File: config.mk
export PLATFORM = sky130hd
export DESIGN_NAME = x_major_line_rasterizer_core
export DESIGN_NICKNAME = d
export VERILOG_FILES = /design/src/rtl/core/xmlr_pkg.sv /design/src/rtl/core/x_major_line_rasterizer_core.sv /design/src/rtl/core/xmlr_front.sv /design/src/rtl/core/xmlr_queue.sv /design/src/rtl/core/xmlr_back.sv
export SDC_FILE = /design/constraint.sdc
export NUM_CORES = 1
export LEC_CHECK = 0
export ABC_AREA = 1
export BUFFER_PORTS_ARGS = -buffer_cell sky130_fd_sc_hd__buf_2
export CORE_MARGIN = 4
export CORE_UTILIZATION = 35
export DETAILED_ROUTE_END_ITERATION = 10
export SYNTH_ARGS = -nofsm -noshare
export SYNTH_HDL_FRONTEND = slang
export SYNTH_HIERARCHICAL = 1
export SYNTH_SLANG_ARGS = --single-unit
File: constraint.sdc
create_clock -name clock -period 5.97 [get_ports clock]
set_clock_uncertainty 0.15 [all_clocks]
set_input_delay 0 -clock clock [delete_from_list [all_inputs] [get_ports clock]]
set_output_delay 0 -clock clock [all_outputs]
set_load 0.01 [all_outputs]
File: src/rtl/core/xmlr_pkg.sv
// ----------------------------------------------------------------------------
// xmlr_pkg
// Shared types and constants of the x-major line rasterizer: front state
// codes, register indexes and line queue status.
// ----------------------------------------------------------------------------
package xmlr_pkg;

   localparam int QUEUE_DEPTH = 2;
   localparam int QPTR_BITS   = $clog2(QUEUE_DEPTH);
   localparam int COLOR_BITS  = 8;
   localparam int CSR_IDX_BITS = 1;

   localparam logic [CSR_IDX_BITS-1:0] CSR_MAX_X = 1'b0;
   localparam logic [CSR_IDX_BITS-1:0] CSR_MAX_Y = 1'b1;

   typedef enum logic [1:0] {
      FRONT_IDLE,
      FRONT_DIVIDE,
      FRONT_PUSH
   } front_state_type;

   typedef struct packed {
      logic full;
      logic empty;
   } queue_status_type;

endpackage

File: src/rtl/core/x_major_line_rasterizer_core.sv
// ----------------------------------------------------------------------------
// x_major_line_rasterizer_core
// Flow: a command is taken in FRONT_IDLE, the bit-serial slope divider runs
// in FRONT_DIVIDE, the line word is pushed into the queue in FRONT_PUSH, and
// the first dot is registered in the output register when the word is popped.
// Throughput: one dot per cycle from the stepper while rsp_stall does not
// hold the output register; a new command is taken only once the line word
// of the last one has been pushed.
// Reset: synchronous; clears control state, clip limits become all ones.
// ----------------------------------------------------------------------------
module x_major_line_rasterizer_core import xmlr_pkg::*; #(
   parameter int COORD_BITS = 6
) (
   input  logic                    clock,
   input  logic                    reset,
   input  logic                    csr_write_enable,
   input  logic [CSR_IDX_BITS-1:0] csr_index,
   input  logic [COORD_BITS-1:0]   csr_write_data,
   input  logic                    req_valid,
   output logic                    req_stall,
   input  logic [COORD_BITS-1:0]   req_x_start,
   input  logic [COORD_BITS-1:0]   req_y_start,
   input  logic [COORD_BITS-1:0]   req_x_end,
   input  logic [COORD_BITS-1:0]   req_y_end,
   input  logic [COLOR_BITS-1:0]   req_color,
   output logic                    rsp_valid,
   input  logic                    rsp_stall,
   output logic [COORD_BITS-1:0]   rsp_pixel_x,
   output logic [COORD_BITS-1:0]   rsp_pixel_y,
   output logic [COLOR_BITS-1:0]   rsp_write_color,
   output logic                    rsp_write_enable,
   output logic                    rsp_last_dot
);

   localparam int DESC_BITS = 6 * COORD_BITS + 1 + COLOR_BITS;

   logic [COORD_BITS-1:0] max_x_ff, max_y_ff;
   queue_status_type      queue_status;
   logic                  push, pop;
   logic [DESC_BITS-1:0]  push_data, pop_data;

   always_ff @(posedge clock) begin
      if (reset) begin
         max_x_ff <= '1;
         max_y_ff <= '1;
      end else if (csr_write_enable) begin
         unique case (csr_index)
            CSR_MAX_X: max_x_ff <= csr_write_data;
            CSR_MAX_Y: max_y_ff <= csr_write_data;
            default: ;
         endcase
      end
   end

   xmlr_front #(
      .COORD_BITS (COORD_BITS),
      .DESC_BITS  (DESC_BITS)
   ) u_front (
      .clock        (clock),
      .reset        (reset),
      .req_valid    (req_valid),
      .req_stall    (req_stall),
      .req_x_start  (req_x_start),
      .req_y_start  (req_y_start),
      .req_x_end    (req_x_end),
      .req_y_end    (req_y_end),
      .req_color    (req_color),
      .queue_status (queue_status),
      .push         (push),
      .push_data    (push_data)
   );

   xmlr_queue #(
      .WIDTH (DESC_BITS)
   ) u_queue (
      .clock     (clock),
      .reset     (reset),
      .push      (push),
      .push_data (push_data),
      .pop       (pop),
      .pop_data  (pop_data),
      .status    (queue_status)
   );

   xmlr_back #(
      .COORD_BITS (COORD_BITS),
      .DESC_BITS  (DESC_BITS)
   ) u_back (
      .clock            (clock),
      .reset            (reset),
      .queue_status     (queue_status),
      .pop_data         (pop_data),
      .pop              (pop),
      .max_x            (max_x_ff),
      .max_y            (max_y_ff),
      .rsp_valid        (rsp_valid),
      .rsp_stall        (rsp_stall),
      .rsp_pixel_x      (rsp_pixel_x),
      .rsp_pixel_y      (rsp_pixel_y),
      .rsp_write_color  (rsp_write_color),
      .rsp_write_enable (rsp_write_enable),
      .rsp_last_dot     (rsp_last_dot)
   );

`ifndef SYNTHESIS
   assert property (@(posedge clock) disable iff (reset)
      !(queue_status.full && queue_status.empty))
      else $error("line queue reports full and empty at once");

   assert property (@(posedge clock) disable iff (reset)
      push |-> !queue_status.full)
      else $error("line word pushed into a full queue");

   assert property (@(posedge clock) disable iff (reset)
      pop |-> !queue_status.empty)
      else $error("line word popped from an empty queue");

   assert property (@(posedge clock) disable iff (reset)
      pop |=> rsp_valid)
      else $error("start dot missing after line word pop");
`endif

endmodule

File: src/rtl/core/xmlr_front.sv
// ----------------------------------------------------------------------------
// xmlr_front
// Accepts line commands, finds the stepping direction and the floor slope
// with a bit-serial divider, and pushes one line word into the queue.
// ----------------------------------------------------------------------------
module xmlr_front import xmlr_pkg::*; #(
   parameter int COORD_BITS = 6,
   parameter int DESC_BITS  = 6 * COORD_BITS + 1 + COLOR_BITS
) (
   input  logic                  clock,
   input  logic                  reset,
   input  logic                  req_valid,
   output logic                  req_stall,
   input  logic [COORD_BITS-1:0] req_x_start,
   input  logic [COORD_BITS-1:0] req_y_start,
   input  logic [COORD_BITS-1:0] req_x_end,
   input  logic [COORD_BITS-1:0] req_y_end,
   input  logic [COLOR_BITS-1:0] req_color,
   input  queue_status_type      queue_status,
   output logic                  push,
   output logic [DESC_BITS-1:0]  push_data
);

   localparam int CB       = COORD_BITS;
   localparam int CNT_BITS = $clog2(CB);

   typedef struct packed {
      logic [COLOR_BITS-1:0] color;
      logic [CB-1:0]         n;
      logic [CB-1:0]         rem;
      logic [CB-1:0]         quot;
      logic                  dir;
      logic [CB-1:0]         x1;
      logic [CB-1:0]         y0;
      logic [CB-1:0]         x0;
   } desc_type;

   front_state_type state_ff, state_in;

   logic [CB-1:0]         x0_ff, y0_ff, x1_ff, n_ff;
   logic [CB-1:0]         dividend_ff, rem_ff, quot_ff;
   logic [CNT_BITS-1:0]   count_ff;
   logic                  dir_ff, neg_ff;
   logic [COLOR_BITS-1:0] color_ff;

   logic          accept;
   logic [CB:0]   dx, dy;
   logic [CB-1:0] n_new, a_new;
   logic [CB:0]   trial;
   logic          qbit;
   logic [CB-1:0] rem_step;
   logic [CB-1:0] quot_fin, rem_fin;
   desc_type      desc;

   always_comb begin
      dx    = {1'b0, req_x_end} - {1'b0, req_x_start};
      dy    = {1'b0, req_y_end} - {1'b0, req_y_start};
      n_new = dx[CB] ? CB'(-dx) : dx[CB-1:0];
      a_new = dy[CB] ? CB'(-dy) : dy[CB-1:0];
      trial = {rem_ff, dividend_ff[CB-1]};
      qbit  = (trial >= {1'b0, n_ff});
      rem_step = qbit ? CB'(trial - {1'b0, n_ff}) : trial[CB-1:0];
      if (neg_ff && (rem_ff != '0)) begin
         quot_fin = ~quot_ff;
         rem_fin  = n_ff - rem_ff;
      end else begin
         quot_fin = neg_ff ? CB'(-quot_ff) : quot_ff;
         rem_fin  = rem_ff;
      end
      desc.color = color_ff;
      desc.n     = n_ff;
      desc.rem   = rem_fin;
      desc.quot  = quot_fin;
      desc.dir   = dir_ff;
      desc.x1    = x1_ff;
      desc.y0    = y0_ff;
      desc.x0    = x0_ff;
      push_data  = desc;
   end

   // next state
   always_comb begin
      state_in = state_ff;
      unique case (state_ff)
         FRONT_IDLE: begin
            if (req_valid) begin
               state_in = (n_new == '0) ? FRONT_PUSH : FRONT_DIVIDE;
            end
         end
         FRONT_DIVIDE: begin
            if (count_ff == '0) begin
               state_in = FRONT_PUSH;
            end
         end
         FRONT_PUSH: begin
            if (!queue_status.full) begin
               state_in = FRONT_IDLE;
            end
         end
         default: state_in = FRONT_IDLE;
      endcase
   end

   // outputs
   always_comb begin
      req_stall = 1'b1;
      push      = 1'b0;
      unique case (state_ff)
         FRONT_IDLE:   req_stall = 1'b0;
         FRONT_DIVIDE: req_stall = 1'b1;
         FRONT_PUSH:   push = !queue_status.full;
         default:      req_stall = 1'b1;
      endcase
   end

   assign accept = req_valid && !req_stall;

   always_ff @(posedge clock) begin
      if (reset) begin
         state_ff <= FRONT_IDLE;
      end else begin
         state_ff <= state_in;
      end
   end

   always_ff @(posedge clock) begin
      if (accept) begin
         x0_ff       <= req_x_start;
         y0_ff       <= req_y_start;
         x1_ff       <= req_x_end;
         color_ff    <= req_color;
         dir_ff      <= dx[CB];
         neg_ff      <= dy[CB];
         n_ff        <= n_new;
         dividend_ff <= a_new;
         rem_ff      <= '0;
         quot_ff     <= '0;
         count_ff    <= CNT_BITS'(CB - 1);
      end else if (state_ff == FRONT_DIVIDE) begin
         rem_ff      <= rem_step;
         quot_ff     <= {quot_ff[CB-2:0], qbit};
         dividend_ff <= {dividend_ff[CB-2:0], 1'b0};
         count_ff    <= count_ff - 1'b1;
      end
   end

endmodule

File: src/rtl/core/xmlr_queue.sv
// ----------------------------------------------------------------------------
// xmlr_queue
// Short queue of line words between the front and the dot stepper.
// ----------------------------------------------------------------------------
module xmlr_queue import xmlr_pkg::*; #(
   parameter int WIDTH = 45
) (
   input  logic             clock,
   input  logic             reset,
   input  logic             push,
   input  logic [WIDTH-1:0] push_data,
   input  logic             pop,
   output logic [WIDTH-1:0] pop_data,
   output queue_status_type status
);

   localparam int CNT_BITS = $clog2(QUEUE_DEPTH + 1);

   logic [WIDTH-1:0]    entry_ff [QUEUE_DEPTH];
   logic [QPTR_BITS-1:0] wr_ptr_ff, rd_ptr_ff;
   logic [CNT_BITS-1:0]  count_ff;

   function automatic logic [QPTR_BITS-1:0] next_ptr(input logic [QPTR_BITS-1:0] p);
      logic [QPTR_BITS-1:0] r;
      if (p == QPTR_BITS'(QUEUE_DEPTH - 1)) begin
         r = '0;
      end else begin
         r = p + 1'b1;
      end
      return r;
   endfunction

   assign pop_data     = entry_ff[rd_ptr_ff];
   assign status.full  = (count_ff == CNT_BITS'(QUEUE_DEPTH));
   assign status.empty = (count_ff == '0);

   always_ff @(posedge clock) begin
      if (reset) begin
         wr_ptr_ff <= '0;
         rd_ptr_ff <= '0;
         count_ff  <= '0;
      end else begin
         if (push) begin
            wr_ptr_ff <= next_ptr(wr_ptr_ff);
         end
         if (pop) begin
            rd_ptr_ff <= next_ptr(rd_ptr_ff);
         end
         if (push && !pop) begin
            count_ff <= count_ff + 1'b1;
         end else if (pop && !push) begin
            count_ff <= count_ff - 1'b1;
         end
      end
   end

   always_ff @(posedge clock) begin
      if (push) begin
         entry_ff[wr_ptr_ff] <= push_data;
      end
   end

endmodule

File: src/rtl/core/xmlr_back.sv
// ----------------------------------------------------------------------------
// xmlr_back
// Dot stepper: takes queue line words and emits one dot per cycle into a
// registered output stage not held by rsp_stall, clipping against the limits.
// ----------------------------------------------------------------------------
module xmlr_back import xmlr_pkg::*; #(
   parameter int COORD_BITS = 6,
   parameter int DESC_BITS  = 6 * COORD_BITS + 1 + COLOR_BITS
) (
   input  logic                  clock,
   input  logic                  reset,
   input  queue_status_type      queue_status,
   input  logic [DESC_BITS-1:0]  pop_data,
   output logic                  pop,
   input  logic [COORD_BITS-1:0] max_x,
   input  logic [COORD_BITS-1:0] max_y,
   output logic                  rsp_valid,
   input  logic                  rsp_stall,
   output logic [COORD_BITS-1:0] rsp_pixel_x,
   output logic [COORD_BITS-1:0] rsp_pixel_y,
   output logic [COLOR_BITS-1:0] rsp_write_color,
   output logic                  rsp_write_enable,
   output logic                  rsp_last_dot
);

   localparam int CB = COORD_BITS;

   typedef struct packed {
      logic [COLOR_BITS-1:0] color;
      logic [CB-1:0]         n;
      logic [CB-1:0]         rem;
      logic [CB-1:0]         quot;
      logic                  dir;
      logic [CB-1:0]         x1;
      logic [CB-1:0]         y0;
      logic [CB-1:0]         x0;
   } desc_type;

   desc_type desc;

   logic                  active_ff;
   logic [CB-1:0]         cur_x_ff, cur_y_ff, target_ff, quot_ff, rem_ff, n_ff, acc_ff;
   logic                  dir_ff;
   logic [COLOR_BITS-1:0] color_ff;

   logic                  out_valid_ff;
   logic [CB-1:0]         out_x_ff, out_y_ff;
   logic [COLOR_BITS-1:0] out_color_ff;
   logic                  out_en_ff, out_last_ff;

   logic                  can_emit, step;
   logic [CB:0]           sum;
   logic                  carry;
   logic [CB-1:0]         x_in, y_in, acc_in;
   logic [CB-1:0]         dot_x, dot_y;
   logic [COLOR_BITS-1:0] dot_color;
   logic                  dot_last;

   always_comb begin
      desc     = desc_type'(pop_data);
      can_emit = !out_valid_ff || !rsp_stall;
      pop      = !active_ff && !queue_status.empty && can_emit;
      step     = active_ff && can_emit;
      sum      = {1'b0, acc_ff} + {1'b0, rem_ff};
      carry    = (sum >= {1'b0, n_ff});
      acc_in   = carry ? CB'(sum - {1'b0, n_ff}) : sum[CB-1:0];
      x_in     = dir_ff ? cur_x_ff - 1'b1 : cur_x_ff + 1'b1;
      y_in     = cur_y_ff + quot_ff + {{(CB-1){1'b0}}, carry};
      if (pop) begin
         dot_x     = desc.x0;
         dot_y     = desc.y0;
         dot_color = desc.color;
         dot_last  = (desc.x0 == desc.x1);
      end else begin
         dot_x     = x_in;
         dot_y     = y_in;
         dot_color = color_ff;
         dot_last  = (x_in == target_ff);
      end
   end

   always_ff @(posedge clock) begin
      if (reset) begin
         active_ff    <= 1'b0;
         out_valid_ff <= 1'b0;
      end else begin
         if (pop) begin
            active_ff <= (desc.x0 != desc.x1);
         end else if (step && (x_in == target_ff)) begin
            active_ff <= 1'b0;
         end
         if (pop || step) begin
            out_valid_ff <= 1'b1;
         end else if (!rsp_stall) begin
            out_valid_ff <= 1'b0;
         end
      end
   end

   always_ff @(posedge clock) begin
      if (pop) begin
         cur_x_ff  <= desc.x0;
         cur_y_ff  <= desc.y0;
         target_ff <= desc.x1;
         dir_ff    <= desc.dir;
         quot_ff   <= desc.quot;
         rem_ff    <= desc.rem;
         n_ff      <= desc.n;
         acc_ff    <= '0;
         color_ff  <= desc.color;
      end else if (step) begin
         cur_x_ff <= x_in;
         cur_y_ff <= y_in;
         acc_ff   <= acc_in;
      end
      if (pop || step) begin
         out_x_ff     <= dot_x;
         out_y_ff     <= dot_y;
         out_color_ff <= dot_color;
         out_en_ff    <= (dot_x <= max_x) && (dot_y <= max_y);
         out_last_ff  <= dot_last;
      end
   end

   assign rsp_valid        = out_valid_ff;
   assign rsp_pixel_x      = out_x_ff;
   assign rsp_pixel_y      = out_y_ff;
   assign rsp_write_color  = out_color_ff;
   assign rsp_write_enable = out_en_ff;
   assign rsp_last_dot     = out_last_ff;

endmodule
==> out/qor.txt, run 1 <==
=======================================================================================
Vertical extent of the die                                                       187 um
Cell with the biggest individual delay on the critical path                        fa_1
Pin count of the biggest net entering global routing                                 46
Dominant combinational cell family by area after synthesis                 simple AND/OR/NAND/NOR gates
Clock slew seen by the registers of the worst setup and hold paths              0.06 ns
Required time of the worst setup path                                           6.21 ns
Number of nets in the synthesized netlist                                         1,131
Combined buffer and inverter count along the critical path                            5
Clock sink count                                                                    227
Final Hold Vio Count                                                                  0
Cell at the root of the clock tree                                            clkbuf_16
Number of buffers created by CTS                                                     25
Endpoint class of the critical path                                            register
Startpoint type of the worst setup path                                        register
Unrepaired setup endpoints after global routing                                      no
Clock tree from TritonCTS                                                         built
DRC violations left                                                                   0
Async SR Flop Fraction                                                                0
DIE WIDTH                                                                        187 um
Worst hold-check slack                                                        0.0350 ns
Htree depth                                                                           1
Post-synth design cell area                                                  0.0112 mm2
Sum of negative setup slack                                                        0 ns
Worst Path Class, Setup                                                    register to register
Cell family contributing the most delay on the critical path                adder cells
Antenna viol nets, final                                                              0
Number of vias in the routed layout                                               7,288
Insertion delay to the later sink of the worst-skew pair                        0.51 ns
I/O pin count                                                                        68
Placeable core region                                                        0.0315 mm2
Ratio of final minimum period to clock period                                     0.824
Total number of placement rows                                                       65
Number of unique standard cell types used by synthesis                               47
Type of the tightest min-delay check                                       primary input to register
Final Instance Count excl. Fillers                                                1,574
Buffer count from post-CTS setup fixing                                               0
Fraction of synthesized area in multiplexers                                     0.0589
Die Area                                                                     0.0348 mm2
Average wire per standard cell                                                  14.3 um
HPWL after detailed placement                                                   15.7 mm
Synthesized area divided by synthesized cell count                             11.0 um2
Total congestion overflow                                                             0
Overall power consumption                                                       6590 uW
Via-to-Cell Ratio                                                                  4.63
Synth-to-layout area growth                                                       18.8%
Xor and xnor area share after synthesis                                          0.0283
Instance count of the mapped netlist                                              1,017
Number of instances in the placed design                                          1,475
Data arrival, critical path                                                     5.15 ns
Initial core utilization                                                          0.355
Via count of the first global-routing pass                                        7,288
RePlAce Congestion                                                                0.849
Ratio of cells with drive above 1 in the final layout                             0.155
Global-route wire length before repair                                          36.5 mm
Internal reg-to-reg setup slack                                                 1.05 ns
Sequential share of the synthesized area                                          0.566
Count of max-cap constraint violations                                                0
Port bufs                                                                            67
Power density over cell area                                                 497 mW/mm2
Main flop type after synthesis                                                 edfxtp_1
Yosys warnings                                                                        6
TritonRoute pass-1 iters                                                              5
Adder-cell share of the synthesized area                                         0.0845
Number of violations reported at the end of detailed-routing iteration 0            457
Number of setup violations in the final report                                        0
Min Tclk post-route                                                             4.92 ns
Simple-gate share of the synthesized area                                         0.132
Crit path max fanout                                                                 12
Pleak                                                                        0.00576 uW
Peak Freq                                                                       203 MHz
Maximum single-stage delay on the critical path                                 0.42 ns
Global routing usage summed across all routing layers                             0.126
Drt total wl                                                                    22.5 mm
Number of pins exceeding their max-slew limit in the final report                     0
Post-synth EDFFs                                                                    177
Tightest Pin Transition                                                         1.16 ns
Clock buffer depth                                                                    3
Number of antenna violations at the first check in global routing                     0
Outcome                                                                    complete, no violations
Count of inserted antenna diode cells                                                 0
Worst VDD drop                                                                 0.234 mV
Area fraction in compound gates after synthesis                                  0.0622
Rel. slew slack                                                                   0.229
Nets                                                                              1,268
Cell mode on critical path                                                        inv_1
Seq cells post-synth                                                                227
=======================================================================================
[registers in the layout, indices dropped and copies added (netlist names), 8 cells and up, named ones only]
name                    flops
u_back/color_ff             8
u_back/rsp_write_color      8
u_front/color_ff            8
u_queue/entry_ff           90
[cells by family (layout without fill, tap and decap cells)]
kind of cell	count (synthesis)	after routing
buffers and inverters	174	329
adder cells (fa/ha/maj)	70	70
multiplexers	45	45
AO/OA/AOI/OAI	121	121
AND/OR/NAND/NOR	344	344
flip-flops	227	227
XOR/XNOR	36	36
[power by group]
| group | total, uW | switching, uW | internal (uW) |
|---|---|---|---|
| registers | 2410 | 217 | 2190 |
| clock network | 1540 | 599 | 938 |
| logic | 2640 | 1590 | 1050 |
| total | 6590 | 2400 | 4180 |
[worst register-to-register path: cells and delay by family, from the launching register on]
family | cells | cell delay [ns]
adder cells (fa/ha/maj) | 6 | 2.03
AO/OA/AOI/OAI | 6 | 1.04
AND/OR/NAND/NOR | 6 | 0.58
buffers and inverters | 5 | 0.36
flip-flops | 1 | 0.34
XOR/XNOR | 2 | 0.30
[synth_stat cells, types with 6 or more instances]
| library cell | number | share of area |
|---|---|---|
| fa_1 | 9 | 0.016 |
| o22ai_1 | 6 | 0.0034 |
| ha_1 | 61 | 0.068 |
| o21ai_1 | 12 | 0.0054 |
| inv_2 | 6 | 0.0020 |
| nand2_1 | 197 | 0.066 |
| mux2_4 | 40 | 0.054 |
| nand3_1 | 68 | 0.031 |
| a21oi_1 | 37 | 0.017 |
| a31oi_1 | 6 | 0.0034 |
| xor2_1 | 22 | 0.017 |
| o21ai_0 | 38 | 0.017 |
| nor2_1 | 45 | 0.015 |
| dfxtp_1 | 50 | 0.090 |
| nand4_1 | 11 | 0.0062 |
| xnor2_1 | 14 | 0.011 |
| edfxtp_1 | 177 | 0.48 |
| inv_1 | 150 | 0.050 |
[timing repair]
action / 4_1_cts / 5_1_grt
endpoints found under the hold margin: 56 / 0
endpoints found under the setup margin: 0 / 0
gates resized for setup: 0 / 0
hold buffers: 54 / 0
[final cells by class]
type | instances | area, um2
Tap cell | 402 | 503
Inverter | 156 | 586
Timing Repair Buffer | 128 | 928
Clock inverter | 11 | 139
Sequential cell | 227 | 6320
Clock buffer | 34 | 689
Multi-Input combinational cell | 616 | 4090
Fill cell | 2924 | 18200
[per-layer routing]
metal / global-route usage / vias to the layer above / routed length (um)
met1: 0.174 / 3396 / 10700
li1: - / 3724 / -
met5: 0 / - / 0
met2: 0.210 / 136 / 10400
met4: 0.0336 / 0 / 495
met3: 0.0196 / 32 / 885
[worst paths after layout]
check | startpoint | endpoint | cells after the start
max | u_back/rem_ff[0] | u_back/rsp_write_enable | 25
min | req_y_end[4] | u_front/dividend_ff[5] | 7
max reg2reg | u_back/rem_ff[0] | u_back/rsp_write_enable | 25
min reg2reg | u_front/x0_ff[1] | u_queue/entry_ff[0][1] | 0
[stage by stage]
step                worst slack, ns  utilization  cell area, um2
global route                  0.734        0.421           13300
finish                         1.05        0.421           13300
CTS                            1.08        0.421           13300
floorplan                      1.60            -           11200
detailed placement             1.11        0.378           11900
global placement               1.20        0.378           11900
[layout by cell type (no fill, tap or decap), types with 3 or more instances in the layout]
| master | count |
|---|---|
| nand2_1 | 197 |
| edfxtp_1 | 177 |
| inv_1 | 149 |
| nand3_1 | 68 |
| buf_2 | 67 |
| ha_1 | 61 |
| dlygate4sd3_1 | 54 |
| dfxtp_1 | 49 |
| nor2_1 | 44 |
| mux2_4 | 40 |
| o21ai_0 | 38 |
| a21oi_1 | 37 |
| clkbuf_16 | 25 |
| xor2_1 | 22 |
| xnor2_1 | 14 |
| o21ai_1 | 12 |
| nand4_1 | 11 |
| fa_1 | 9 |
| buf_4 | 7 |
| inv_2 | 6 |
| clkbuf_1 | 6 |
| a31oi_1 | 6 |
| o22ai_1 | 6 |
| a21o_1 | 5 |
| nand2_2 | 5 |
| mux2_2 | 5 |
| clkinv_2 | 4 |
| nor3_1 | 4 |
| clkbuf_8 | 3 |
| bufinv_16 | 3 |
| or2_2 | 3 |
| nand3b_1 | 3 |
No activity file was read; power rests on OpenSTA's default activity.
==> inputs of run 2 (changes only) <==
clock period = 4.1 ns   (was 5.97 ns; I/O delays follow)
==> run 2 against run 1 <==
The flow now finishes with violations (setup timing). Hold slack improved by 0.0084 ns. Core utilization increased by 0.81 points. Highest routed layer unchanged. Critical path depth increased by 1. Sequential power rose by 44%. Register-to-register slack worse by 1.3 ns. Via count increased by 0.74%. Die area unchanged. First-iteration DRC count decreased by 14%. Setup slack got worse by 1.3 ns.
==> out/qor.txt, run 2 (synthesis results as in run 1) <==
=======================================================================================
Number of antenna violations at the first check in global routing                     0   unchanged
DRC violations left                                                                   0   unchanged
Cell at the root of the clock tree                                            clkbuf_16
Overall power consumption                                                     10,200 uW   +55%
Total number of placement rows                                                       65   unchanged
Footprint of the multi-input gates                                          0.00418 mm2   +2.0%
Drt total wl                                                                    22.2 mm   -1.3%
Unrepaired setup endpoints after global routing                                     yes
Total congestion overflow                                                             0   unchanged
Clock sink count                                                                    227   unchanged
Rel. slew slack                                                                   0.308   +0.0793
Largest reg by FF count                                                    u_queue/entry_ff
Ratio of cells with drive above 1 in the final layout                             0.188   +0.0324
Outcome                                                                    finished, violations left
Number of violations reported at the end of detailed-routing iteration 0            395   -14%
Count of max-cap constraint violations                                                0   unchanged
Most common cell after layout, fill and taps aside                              nand2_1
Highest routed layer                                                               met4
TritonRoute pass-1 iters                                                              5   unchanged
Die Area                                                                     0.0348 mm2   unchanged
Htree depth                                                                           1   unchanged
Startpoint type of the worst setup path                                        register
Pleak                                                                        0.00589 uW   +2.3%
DR WL met2                                                                      10.2 mm   -1.8%
Worst VDD drop                                                                 0.339 mV   +44%
Register area                                                               0.00632 mm2   about the same
HPWL after detailed placement                                                   16.0 mm   +1.5%
Global-route wire length before repair                                          36.0 mm   -1.5%
Final Hold Vio Count                                                                  0   unchanged
Peak Freq                                                                       232 MHz   +14%
Crit path max fanout                                                                  3   -9
Synth-to-layout area growth                                                       21.1%
Number of buffers created by CTS                                                     25   unchanged
Post-route cell area                                                         0.0135 mm2   +1.9%
Number of pins exceeding their max-slew limit in the final report                     0   unchanged
Placed standard-cell area                                                    0.0121 mm2   +1.5%
Number of vias in the routed layout                                               7,342   +0.74%
Met3 wire len                                                                    798 um   -9.8%
Tightest Pin Transition                                                         1.04 ns   -0.120 ns
Antenna viol nets, final                                                              0   unchanged
Count of inserted antenna diode cells                                                 0   unchanged
I/O pin count                                                                        68   unchanged
Port bufs                                                                            67   unchanged
Clock buffer depth                                                                    3   unchanged
Data arrival, critical path                                                     4.43 ns   -0.72 ns
Post-layout worst setup margin                                                -0.204 ns   -1.26 ns
Pin count of the biggest net entering global routing                                 47   +2.2%
Vertical extent of the die                                                       187 um   unchanged
Required time of the worst setup path                                           4.22 ns   -1.99 ns
Min Tclk post-route                                                             4.30 ns   -0.614 ns
Ratio of final minimum period to clock period                                      1.05   +0.226
Worst hold-check slack                                                        0.0434 ns   +0.00845 ns
Initial core utilization                                                          0.355   unchanged
Insertion delay to the later sink of the worst-skew pair                        0.52 ns   about the same
Clock tree from TritonCTS                                                         built
Most frequent cells in the layout                                          nand2_1 (196), edfxtp_1 (177), inv_1 (146)
Clock slew seen by the registers of the worst setup and hold paths              0.06 ns   about the same
RePlAce Congestion                                                                0.827   -2.6%
Average wire per standard cell                                                  13.9 um   -2.3%
Power density over cell area                                                 757 mW/mm2   +52%
Endpoint class of the critical path                                            register
Number of flip-flops in the largest register                                         90   unchanged
Via count of the first global-routing pass                                        7,142   -2.0%
Type of the tightest min-delay check                                       primary input to register
DIE WIDTH                                                                        187 um   unchanged
Placeable core region                                                        0.0315 mm2   unchanged
Via-to-Cell Ratio                                                                  4.62   -0.27%
Number of setup violations in the final report                                        1   +1
Nets                                                                              1,283   +1.2%
Fill cell total of the finished layout                                            2,908   -0.55%
Met1 wire length                                                                10.6 mm   -0.99%
Worst Path Class, Setup                                                    register to register
Global routing usage summed across all routing layers                             0.124   -0.00184
Failing checks                                                             setup timing
Buffer count from post-CTS setup fixing                                               0   unchanged
=======================================================================================
-- run 2: critical path: stages (launching register included) --
cell and delay, ns:
edfxtp_1 0.33, ha_2 0.19, inv_2 0.04, fa_2 0.37, o31ai_4 0.19, xnor2_1 0.14
inv_1 0.10, ha_4 0.29, nand2_2 0.05, inv_2 0.05, nand4_1 0.08, nand3_2 0.09
o21ai_2 0.06, nand2_2 0.08, inv_2 0.05, fa_2 0.35, fa_1 0.50, o21ai_2 0.07
ha_1 0.30, inv_1 0.04, o21bai_1 0.13, a21o_1 0.12, a21oi_1 0.05, nor2_1 0.08
o22ai_1 0.07, nand2_1 0.06, inv_1 0.03
-- run 2: power breakdown --
part	leakage [uW]	internal (uW)	switching (uW)	total, uW
Sequential	0.00206	3190	294	3480
Clock	0.000439	1500	903	2400
Combinational	0.00340	1890	2450	4340
-- run 2: final timing paths --
check	startpoint	end	slack, ns	cells past startpoint
setup / recovery	u_back/rem_ff[0]	u_back/rsp_write_enable	-0.20	26
hold / removal	req_y_end[4]	u_front/dividend_ff[5]	0.04	7
setup reg to reg	u_back/rem_ff[0]	u_back/rsp_write_enable	-0.20	26
hold reg to reg	u_front/color_ff[0]	u_queue/entry_ff[0][37]	0.29	0
-- run 2: stage by stage --
| step | setup WS, ns | TNS, ns | instances | util |
|---|---|---|---|---|
| 2_1_floorplan | -0.0815 | -0.0815 | 1017 | - |
| 3_3_place_gp | -0.274 | -0.274 | 1495 | 0.383 |
| 3_5_place_dp | -0.366 | -0.366 | 1495 | 0.383 |
| 4_1_cts | -0.210 | -0.210 | 1590 | 0.428 |
| 5_1_grt | -0.437 | -0.437 | 1590 | 0.429 |
| 6_report | -0.204 | -0.204 | 1590 | 0.429 |
-- run 2: metal layers --
layer  global-route usage  vias to the layer above
li1                     -                     3769
met1                0.172                     3397
met2                0.205                      141
met3               0.0196                       35
met4               0.0347                        0
met5                    0                        -
-- run 2: layout make-up --
| class | count | share of cell area |
|---|---|---|
| clock inverter | 14 | 0.0160 |
| timing repair buffer | 143 | 0.0761 |
| tap | 402 | 0.0372 |
| inverter | 156 | 0.0433 |
| sequential | 227 | 0.468 |
| clock buffer | 32 | 0.0505 |
| multi-input combinational | 616 | 0.309 |
-- run 2: what timing repair did --
action | in CTS | in global routing
endpoints found under the hold margin | 68 | 0
cloned | 0 | 0
endpoints found under the setup margin | 1 | 1
pin swaps | 0 | 1
hold buffers | 49 | 0
resized for setup | 8 | 5
==> inputs of run 3 (changes only) <==
ABC_AREA = unset   (was 1)
==> run 3 against run 2 <==
The run still ends with setup timing left. Clock power is 12% lower. Final cell count is 10% lower. Sequential share of layout area is 1.3 points higher. Critical path type unchanged. Highest routed layer unchanged. Setup slack worse by 0.19 ns. Count of clock-buffer cells in the layout is 5 higher. Synthesized area is 2.6% lower. Hold slack better by 0.018 ns.
==> out/qor.txt, run 3 <==
=======================================================================================
Nets                                                                              1,129   -12%
Ratio of cells with drive above 1 in the final layout                             0.225   +0.0373
Initial core utilization                                                          0.355   +0.000599
Clock sink count                                                                    227   unchanged
Simple-gate share of the synthesized area                                        0.0870   -0.0449
Post-synth EDFFs                                                                    177   unchanged
Power density over cell area                                                 760 mW/mm2   +0.48%
Port bufs                                                                            67   unchanged
Htree depth                                                                           1   unchanged
Instance count of the mapped netlist                                                865   -15%
DRC violations left                                                                   0   unchanged
Final Hold Vio Count                                                                  0   unchanged
Via count of the first global-routing pass                                        6,961   -2.5%
HPWL after detailed placement                                                   15.7 mm   -1.6%
Sum of negative setup slack                                                   -0.398 ns   -0.194 ns
Number of antenna violations at the first check in global routing                     0   unchanged
Count of max-cap constraint violations                                                0   unchanged
Number of flip-flops in the largest register                                         90   unchanged
Type of the tightest min-delay check                                       primary input to register
Post-layout worst setup margin                                                -0.398 ns   -0.194 ns
Clock slew seen by the registers of the worst setup and hold paths              0.06 ns   about the same
Async SR Flop Fraction                                                                0   unchanged
Count of inserted antenna diode cells                                                 0   unchanged
Average wire per standard cell                                                  15.9 um   +14%
Seq cells post-synth                                                                227   unchanged
Crit path max fanout                                                                  3   unchanged
Most frequently used cell type in the post-synthesis netlist                   edfxtp_1
Proportion of netlist area held by the largest area contributor                   0.489   +0.0129
Largest reg by FF count                                                    u_queue/entry_ff
Ratio of final minimum period to clock period                                      1.10   +0.0473
Yosys warnings                                                                        6   unchanged
Placeable core region                                                        0.0306 mm2   -2.8%
Rel. slew slack                                                                   0.331   +0.0223
Failing checks                                                             setup timing
Synthesized area divided by synthesized cell count                             12.6 um2   +14%
Most frequent cells in the layout                                          edfxtp_1 (177), inv_1 (78), nand2_1 (75)
Final Instance Count excl. Fillers                                                1,427   -10%
Global-route wire length before repair                                          36.6 mm   +1.8%
TritonRoute pass-1 iters                                                              5   unchanged
Die Area                                                                     0.0339 mm2   -2.5%
Dominant cells by area after synthesis                                     edfxtp_1 (49%), dfxtp_1 (9.2%), ha_1 (7.0%), mux2_2 (4.8%), inv_1 (2.7%)
Min Tclk post-route                                                             4.50 ns   +0.194 ns
Outcome                                                                    finished, violations left
Via-to-Cell Ratio                                                                  4.78   +3.5%
Cell at the root of the clock tree                                            clkbuf_16
Total congestion overflow                                                             0   unchanged
Data arrival, critical path                                                     4.72 ns   +0.29 ns
Number of violations reported at the end of detailed-routing iteration 0            276   -30%
Xor and xnor area share after synthesis                                          0.0466   +0.0184
Dominant combinational cell family by area after synthesis                 compound AO/OA/AOI/OAI gates
Number of setup violations in the final report                                        1   unchanged
Most area-hungry cell type in the Yosys netlist                                edfxtp_1
Fraction of synthesized area in multiplexers                                     0.0638   +0.00494
Worst Path Class, Setup                                                    register to register
Number of nets in the synthesized netlist                                           979   -13%
Sequential share of the synthesized area                                          0.581   +0.0154
Tightest Pin Transition                                                         1.00 ns   -0.0330 ns
Post-synth design cell area                                                  0.0109 mm2   -2.6%
Vertical extent of the die                                                       184 um   -1.3%
Pin count of the biggest net entering global routing                                 46   -2.1%
Area fraction in compound gates after synthesis                                  0.0930   +0.0307
Most used standard cells in the synthesized netlist                        edfxtp_1 (177), inv_1 (79), nand2_1 (75), ha_1 (61), nor2_1 (55)
Clock tree from TritonCTS                                                         built
Main flop type after synthesis                                                 edfxtp_1
Insertion delay to the later sink of the worst-skew pair                        0.51 ns   about the same
Number of unique standard cell types used by synthesis                               74   +57%
DIE WIDTH                                                                        184 um   -1.3%
Global routing usage summed across all routing layers                             0.134   +0.00987
Final design utilization                                                          0.430   +0.000469
Most common cell after layout, fill and taps aside                             edfxtp_1
Startpoint type of the worst setup path                                        register
Number of vias in the routed layout                                               6,822   -7.1%
Number of buffers created by CTS                                                     25   unchanged
Peak Freq                                                                       222 MHz   -4.3%
Synth-to-layout area growth                                                       21.0%   about the same
Total number of placement rows                                                       64   -1.5%
Drt total wl                                                                    22.6 mm   +2.0%
RePlAce Congestion                                                                0.864   +4.5%
Number of instances in the placed design                                          1,333   -11%
Pleak                                                                        0.00520 uW   -12%
Endpoint class of the critical path                                            register
Clock buffer depth                                                                    3   unchanged
Antenna viol nets, final                                                              0   unchanged
Adder-cell share of the synthesized area                                         0.0868   +0.00230
Worst VDD drop                                                                 0.400 mV   +18%
Unrepaired setup endpoints after global routing                                     yes
I/O pin count                                                                        68   unchanged
Number of pins exceeding their max-slew limit in the final report                     0   unchanged
Required time of the worst setup path                                           4.33 ns   +0.11 ns
=======================================================================================
## run 3: through the flow
stage	hold slack [ns]	setup WS (ns)	total power, uW	cell area [um2]
final	0.0614	-0.398	10000	13100
after CTS	0.0472	-0.371	9850	13000
after detailed placement	0.0348	-0.534	7570	11800
after global routing	0.0526	-0.594	10800	13100
after global placement	0.0457	-0.466	7490	11800
after floorplan	-0.0809	-0.185	6350	10900
## run 3: final timing paths
path | cells after the start | slack, ns | startpoint | to
setup / recovery | 21 | -0.40 | u_back/rem_ff[0] | u_back/rsp_write_enable
setup reg to reg | 21 | -0.40 | u_back/rem_ff[0] | u_back/rsp_write_enable
hold / removal | 2 | 0.06 | req_color[0] | u_front/color_ff[0]
hold reg to reg | 0 | 0.29 | u_front/y0_ff[5] | u_queue/entry_ff[0][11]
## run 3: cells by family after synthesis
logic type      after synthesis
flops                       227
simple gates                195
compound gates              156
buf+inv                     101
fa+ha+maj                    70
mux                          63
xor+xnor                     53
## run 3: power breakdown
| group | total (uW) | switching (uW) | internal (uW) |
|---|---|---|---|
| logic | 4420 | 2410 | 2010 |
| clock network | 2120 | 838 | 1290 |
| registers | 3450 | 277 | 3170 |
| total | 10000 | 3530 | 6470 |
## run 3: timing repair
| action | CTS | global route |
|---|---|---|
| gates resized for setup | 10 | 16 |
| hold buffers | 45 | 0 |
| buffers inserted | 1 | 5 |
| hold endpoints to repair | 61 | 0 |
| endpoints found under the setup margin | 1 | 2 |
| pin swaps | 1 | 25 |
## run 3: layout make-up
type,instances,area [um2]
fillers,2843,17400
flip-flops and latches,227,6320
multi-input cells,537,4220
repair buffers,144,1030
clock buffers,37,731
well taps,396,495
inverters,80,300
clock inverters,6,57.6
## run 3: critical path, stage by stage, from the launching register on
cell,delay [ns]
edfxtp_1,0.42
ha_4,0.19
buf_4,0.13
a211oi_2,0.20
o21bai_1,0.09
a21oi_2,0.18
xnor2_1,0.12
ha_1,0.32
nand4_1,0.10
o211ai_1,0.22
a21o_4,0.16
nor2_8,0.04
fa_2,0.38
fa_2,0.54
a21oi_2,0.06
ha_1,0.29
nor2b_1,0.14
o21a_1,0.16
o21a_1,0.17
o21ai_1,0.15
a21oi_2,0.07
nor2_1,0.08
## run 3: per-layer routing
layer | vias up | track usage | wire length [um]
met5 | - | 0 | 0
met4 | 0 | 0.0319 | 429
met3 | 38 | 0.0203 | 852
met2 | 125 | 0.215 | 10400
met1 | 3248 | 0.193 | 10900
li1 | 3411 | - | -
